==> config.mk <==
export PLATFORM = sky130hd
export DESIGN_NAME = bpt_ctrl
export DESIGN_NICKNAME = d
export VERILOG_FILES = /design/src/rtl/core/bpt_pkg.sv /design/src/rtl/core/bpt_ctrl.sv
export SDC_FILE = /design/constraint.sdc
export NUM_CORES = 1
export LEC_CHECK = 0
export ABC_AREA = 1
export BUFFER_PORTS_ARGS = -buffer_cell sky130_fd_sc_hd__buf_2
export CAP_MARGIN = 20
export CORE_AREA = 2 2 39 41
export DETAILED_ROUTE_END_ITERATION = 8
export DIE_AREA = 0 0 41 43
export PLACE_DENSITY = 0.75
export SYNTH_ARGS = -nofsm -noshare
export SYNTH_HDL_FRONTEND = slang
export SYNTH_SLANG_ARGS = --single-unit
==> constraint.sdc <==
create_clock -name i_clk -period 2.6 [get_ports i_clk]
set_input_delay 0.39 -clock i_clk [delete_from_list [all_inputs] [get_ports i_clk]]
set_output_delay 0.39 -clock i_clk [all_outputs]
set_load 0.03 [all_outputs]
==> src/rtl/core/bpt_pkg.sv <==
// Package for the bracket pair table builder.
// Codes, result kinds and the controller/datapath command and status structs.
// No dependencies.
package bpt_pkg;

    localparam int unsigned CFG_IDX_W  = 2;
    localparam int unsigned CFG_DATA_W = 8;
    localparam int unsigned SYMBOL_W   = 8;
    localparam int unsigned POSITION_W = 10;
    localparam int unsigned PARTNER_W  = 11;
    localparam int unsigned STATUS_W   = 2;
    localparam int unsigned LENGTH_W   = 11;

    localparam logic [CFG_IDX_W-1:0] CFG_OPEN_A  = 2'd0;
    localparam logic [CFG_IDX_W-1:0] CFG_CLOSE_A = 2'd1;
    localparam logic [CFG_IDX_W-1:0] CFG_OPEN_B  = 2'd2;
    localparam logic [CFG_IDX_W-1:0] CFG_CLOSE_B = 2'd3;

    localparam logic [CFG_DATA_W-1:0] RST_OPEN_A  = 8'd40;
    localparam logic [CFG_DATA_W-1:0] RST_CLOSE_A = 8'd41;
    localparam logic [CFG_DATA_W-1:0] RST_OPEN_B  = 8'd60;
    localparam logic [CFG_DATA_W-1:0] RST_CLOSE_B = 8'd62;

    localparam logic CMD_APPEND = 1'b0;
    localparam logic CMD_READ   = 1'b1;

    localparam logic [STATUS_W-1:0] STATUS_OK         = 2'd0;
    localparam logic [STATUS_W-1:0] STATUS_UNBALANCED = 2'd1;
    localparam logic [STATUS_W-1:0] STATUS_TOO_LONG   = 2'd2;
    localparam logic [STATUS_W-1:0] STATUS_BEYOND_LEN = 2'd3;

    localparam logic signed [PARTNER_W-1:0] PARTNER_NONE = '1;

    typedef enum logic [1:0] {
        RES_APPEND = 2'd0,
        RES_FULL   = 2'd1,
        RES_OOB    = 2'd2,
        RES_READ   = 2'd3
    } t_res_kind;

    typedef struct packed {
        logic      load;
        logic      rd_issue;
        logic      simple_append;
        logic      pop_issue;
        logic      pop_wr1;
        logic      pop_wr2;
        logic      res_load;
        t_res_kind res_kind;
    } t_dp_cmd;

    typedef struct packed {
        logic is_read;
        logic is_open;
        logic is_close;
        logic full;
        logic stack_empty;
        logic oob;
    } t_dp_stat;

endpackage

==> src/rtl/core/bpt_ctrl.sv <==
// Controller FSM for the bracket pair table builder.
// Sequences item decode, memory accesses and result hand-off; uses bpt_pkg.
module bpt_ctrl import bpt_pkg::*; (
    input  logic     i_clk,
    input  logic     i_rst_n,
    input  logic     i_in_valid,
    output logic     o_in_ready,
    output logic     o_out_valid,
    input  logic     i_out_ready,
    input  t_dp_stat i_stat,
    output t_dp_cmd  o_cmd
);

    typedef enum logic [6:0] {
        S_IDLE    = 7'b0000001,
        S_CHECK   = 7'b0000010,
        S_RDWAIT  = 7'b0000100,
        S_POPWAIT = 7'b0001000,
        S_POPWR   = 7'b0010000,
        S_FIN     = 7'b0100000,
        S_OUT     = 7'b1000000
    } t_state;

    t_state r_state, n_state;

    always_ff @(posedge i_clk) begin
        if (!i_rst_n) begin
            r_state <= S_IDLE;
        end else begin
            r_state <= n_state;
        end
    end

    always_comb begin
        n_state = r_state;
        o_cmd   = '0;
        o_cmd.res_kind = RES_APPEND;
        case (r_state)
            S_IDLE: begin
                if (i_in_valid) begin
                    o_cmd.load = 1'b1;
                    n_state    = S_CHECK;
                end
            end
            S_CHECK: begin
                if (i_stat.is_read) begin
                    if (i_stat.oob) begin
                        o_cmd.res_load = 1'b1;
                        o_cmd.res_kind = RES_OOB;
                        n_state        = S_OUT;
                    end else begin
                        o_cmd.rd_issue = 1'b1;
                        n_state        = S_RDWAIT;
                    end
                end else if (i_stat.full) begin
                    o_cmd.res_load = 1'b1;
                    o_cmd.res_kind = RES_FULL;
                    n_state        = S_OUT;
                end else if (i_stat.is_close && !i_stat.is_open && !i_stat.stack_empty) begin
                    o_cmd.pop_issue = 1'b1;
                    n_state         = S_POPWAIT;
                end else begin
                    o_cmd.simple_append = 1'b1;
                    n_state             = S_FIN;
                end
            end
            S_RDWAIT: begin
                o_cmd.res_load = 1'b1;
                o_cmd.res_kind = RES_READ;
                n_state        = S_OUT;
            end
            S_POPWAIT: begin
                o_cmd.pop_wr1 = 1'b1;
                n_state       = S_POPWR;
            end
            S_POPWR: begin
                o_cmd.pop_wr2 = 1'b1;
                n_state       = S_FIN;
            end
            S_FIN: begin
                o_cmd.res_load = 1'b1;
                o_cmd.res_kind = RES_APPEND;
                n_state        = S_OUT;
            end
            S_OUT: begin
                if (i_out_ready) begin
                    n_state = S_IDLE;
                end
            end
            default: begin
                n_state = S_IDLE;
            end
        endcase
    end

    assign o_in_ready  = (r_state == S_IDLE);
    assign o_out_valid = (r_state == S_OUT);

endmodule

# After elaboration in Yosys (flattened, before gate mapping)

Cells that the tools add are included.

Register bits after elaboration: 7
Bits in latches: 0
RAM bits: 0
ROM bits: 0
Bits of input ports: 10
Output and inout port bits: 11
Logic and storage cells: 38
Memories kept: 0

Add/subtract/negate cells: 0
Multipliers: 0
Div/mod/pow operators: 0
Magnitude comparators: 0
Equal/unequal tests: 9
Shifts and indexed selects: 0
Multiplexer cells: 22
Bitwise operators: 0
Reductions and logical operators: 6

Operator list:

| operator                                               | number |
|---|---|
| case mux 7 bit (6 select lines)                        | 1 |
| two-way mux 7 bit                                      | 5 |
| two-way mux 3 bit                                      | 4 |
| case mux 3 bit (3 select lines)                        | 1 |
| two-way mux 1 bit                                      | 8 |
| == test 7 x 1 -> 1 bit (second input constant)         | 1 |
| == test 7 x 2 -> 1 bit (second input constant)         | 1 |
| == test 7 x 3 -> 1 bit (second input constant)         | 1 |
| == test 7 x 4 -> 1 bit (second input constant)         | 1 |
| == test 7 x 5 -> 1 bit (second input constant)         | 1 |
| == test 7 x 6 -> 1 bit (second input constant)         | 1 |
| == test 7 bit (second input constant)                  | 1 |
| two-way mux 6 bit                                      | 1 |
| two-way mux 2 bit                                      | 2 |
| logical AND 1 bit                                      | 2 |
| zero test 1 bit                                        | 2 |
| inequality test 2 x 1 -> 1 bit (second input constant) | 1 |
| inequality test 2 bit (second input constant)          | 1 |
| AND reduction 2 bit                                    | 1 |
| OR reduction 2 bit                                     | 1 |

# Longest topological paths before layout

Depth in word-level cells: 7
Depth in mapped cells: 9
Gate-level depth less buffers: 9

# Worst setup path after synthesis

Ideal clock, no wire load.

Path type: register to output
Start: register r_state[3]
End: output port o_out_valid
Arrival: 1179 ps
Required time: 2210 ps
Slack: 1031 ps
Stages on the path, launching flop included: 4
Path buffers: 0
Cells stage by stage: dfxtp_1 -> nor2_4 -> nand3_1 -> nor3_1

Cells in the longest elaborated chain, start to end: 1

Ends and longest elaborated chain:

| what                   | line           | RTL |
|---|---|---|
| from (decl)            | bpt_ctrl.sv:24 | `t_state r_state, n_state;` |
| from (signal assigned) | bpt_ctrl.sv:30 | `r_state <= n_state;` |
| == test 7 bit          | bpt_ctrl.sv:97 | `assign o_out_valid = (r_state == S_OUT);` |
| to (decl)              | bpt_ctrl.sv:8  | `output logic o_out_valid,` |

No other way between the ends.

==> flow_summary.ini <==
[setup_path]
worst-path-buf-inv = 1
crit_family = simple AND/OR/NAND/NOR gates
crit_chain = nor2_4, nand3_2, nor2_4, nand2_4, a21oi_4, buf_2
crit_type = flip-flop to output pin
worst_setup_path_start_kind = flip-flop
cpPeakStageDelay_ns = 0.34
crit_top_cell = nor2_4
rr_worst_depth = 8
path_depth = 6
endpoint_kind = output pin
required_ns = 2.21
critPathSlowestCell = dfxtp_1
critPathArrivalTime_ns = 1.42
cp_max_fo = 6

[clock_tree]
cts_tree = yes
cts-resized-gates = 0
clkTransAtPathRegs_ns = 0.05
clock_latency_ns = 0.24
cts_buffers = 3
h-tree-depth = 1
clockRootBuffer = clkbuf_4
post_cts_buffers = 0
cts.sinks = 7
cts_buffer_depth = 2
ctsHoldBuffers = 0

[power]
ir_drop_mv = 0.304
power.leakage_nw = 0.408
p_total_mw = 0.275
powerDensity_nw_per_um2 = 410

[place]
hpwlAfterDp_um = 961
dp.cells = 120
place_area_sq_um = 643
gp_congestion = 0.753
io_buffers = 20

[route]
wl_per_cell_um = 8.59
firstDrtPassIters = 4
antenna_left = 0
drtIter0Drc = 4
routed_wl_um = 1070
vias_per_cell = 4.45
vias = 552
route.detailed.drc = 0

[synthesis]
ys_warn_count = 0
syn_inst = 85
ys_seq_area_share_pct = 26.4
ys_ff_latch = 7
synth_top_family_by_area = simple AND/OR/NAND/NOR gates
syn_avg_cell_area_sq_um = 6.24
synth-xor-area-share_pct = 0
netlist_area_sq_um = 531
yosys-mux-area-fraction_pct = 0
synth.net_count = 95
synth_compound_area_share_pct = 4.01
synth_fa_ha_area_share_pct = 0
synthSimpleGateAreaFrac_pct = 55.4
synth.distinct_cells = 17

[cells_and_area]
postLayoutCellArea_sq_um = 669
fillCellCount = 143
reg_top3 = r_state (7)
layout_common_cells = nand2_1, buf_2, inv_1
regMostFlops = r_state
layout.cells.non_filler = 124
antennaDiodeCount = 0
syn_to_final_growth_pct = 26.2
largest_register_ff_count = 7
nNetsFinal = 119
layout-drive-gt1-share_pct = 34.3

[sta]
clock.fmax_ghz = 0.553
rsz0062_at_grt = no
final_hold_viol_count = 0
drv_slew = 0
fin_skew_ns = 0.00284
worstMarginPinSlew_ns = 0.249
holdWs_ns = 0.357
tns_ns = 0
finalWorstPathRequiredPeriod_ns = 1.81
min_period_over_period_pct = 69.6
slew-limit-headroom_pct = 83.3
finalSetupViolations = 0

[global_route]
antenna_found_initial = 0
grt_pass1_wl_um = 1730
grt_use_total_pct = 14.3
grt_max_degree = 7
grt_pass1_vias = 472
overflow = 0

[run]
maxCapViolCount = 0

[hold_path]
hold_depth = 2
worstHoldPathType = primary input to flip-flop

[run_status]
status = finished, final reports clean

[floorplan]
io_pins = 21
fp.dieW_um = 41
start_util_pct = 38.3
fp.dieArea_sq_um = 1760
rows = 14
core_sq_um = 1380
die_h_um = 43
## cell families after synthesis
kind of cell    after synthesis
compound gates                2
flops                         7
simple gates                 57
buf+inv                      19
## synth_stat cells
master	n	area, sq um
nor3_1	4	20.0
dfxtp_1	7	140
o21ai_0	1	5.00
nand2_4	1	11.3
inv_1	17	63.8
nand3_2	2	20.0
nand2_2	2	12.5
nor2_1	14	52.6
nor3b_2	1	12.5
nor2_2	3	18.8
nand2_1	20	75.1
inv_2	1	3.75
nand3_1	6	30.0
a21oi_4	1	16.3
nand3b_1	1	7.51
buf_4	1	7.51
nor2_4	3	33.8
## power breakdown
group	total, mW	internal, mW	switching, mW
clock network	0.0929	0.0582	0.0347
registers	0.114	0.111	0.00254
logic	0.0680	0.0221	0.0459
total	0.275	0.192	0.0831
## path summary, 6_finish.rpt
check        startpoint    endpoint  slack (ns)
max reg2reg  r_state[5]  r_state[0]        1.45
min             i_rst_n  r_state[0]        0.36
max          r_state[3]    o_cmd[6]        0.79
min reg2reg  r_state[1]  r_state[3]        0.62
## metal layers
metal  GRT usage, %  wire length, um
met5              0                0
met1           16.5              442
met3              0               41
met4           10.0               22
met2           23.8              558
## metrics by stage
stage	utilization (%)	setup slack (ns)
detailed placement	46.5	1.03
global route	48.4	0.655
finish	48.4	0.790
floorplan	-	1.03
global placement	46.5	1.05
CTS	48.4	0.759
## final cells by class
cell class | count | area, sq um | share of cell area, %
Inverter | 18 | 67.6 | 10.1
Tap cell | 16 | 20.0 | 2.99
Timing Repair Buffer | 20 | 100 | 15.0
Multi-Input combinational cell | 59 | 315 | 47.1
Sequential cell | 7 | 140 | 20.9
Clock buffer | 4 | 26.3 | 3.93
(Power assumes the default switching activity.)
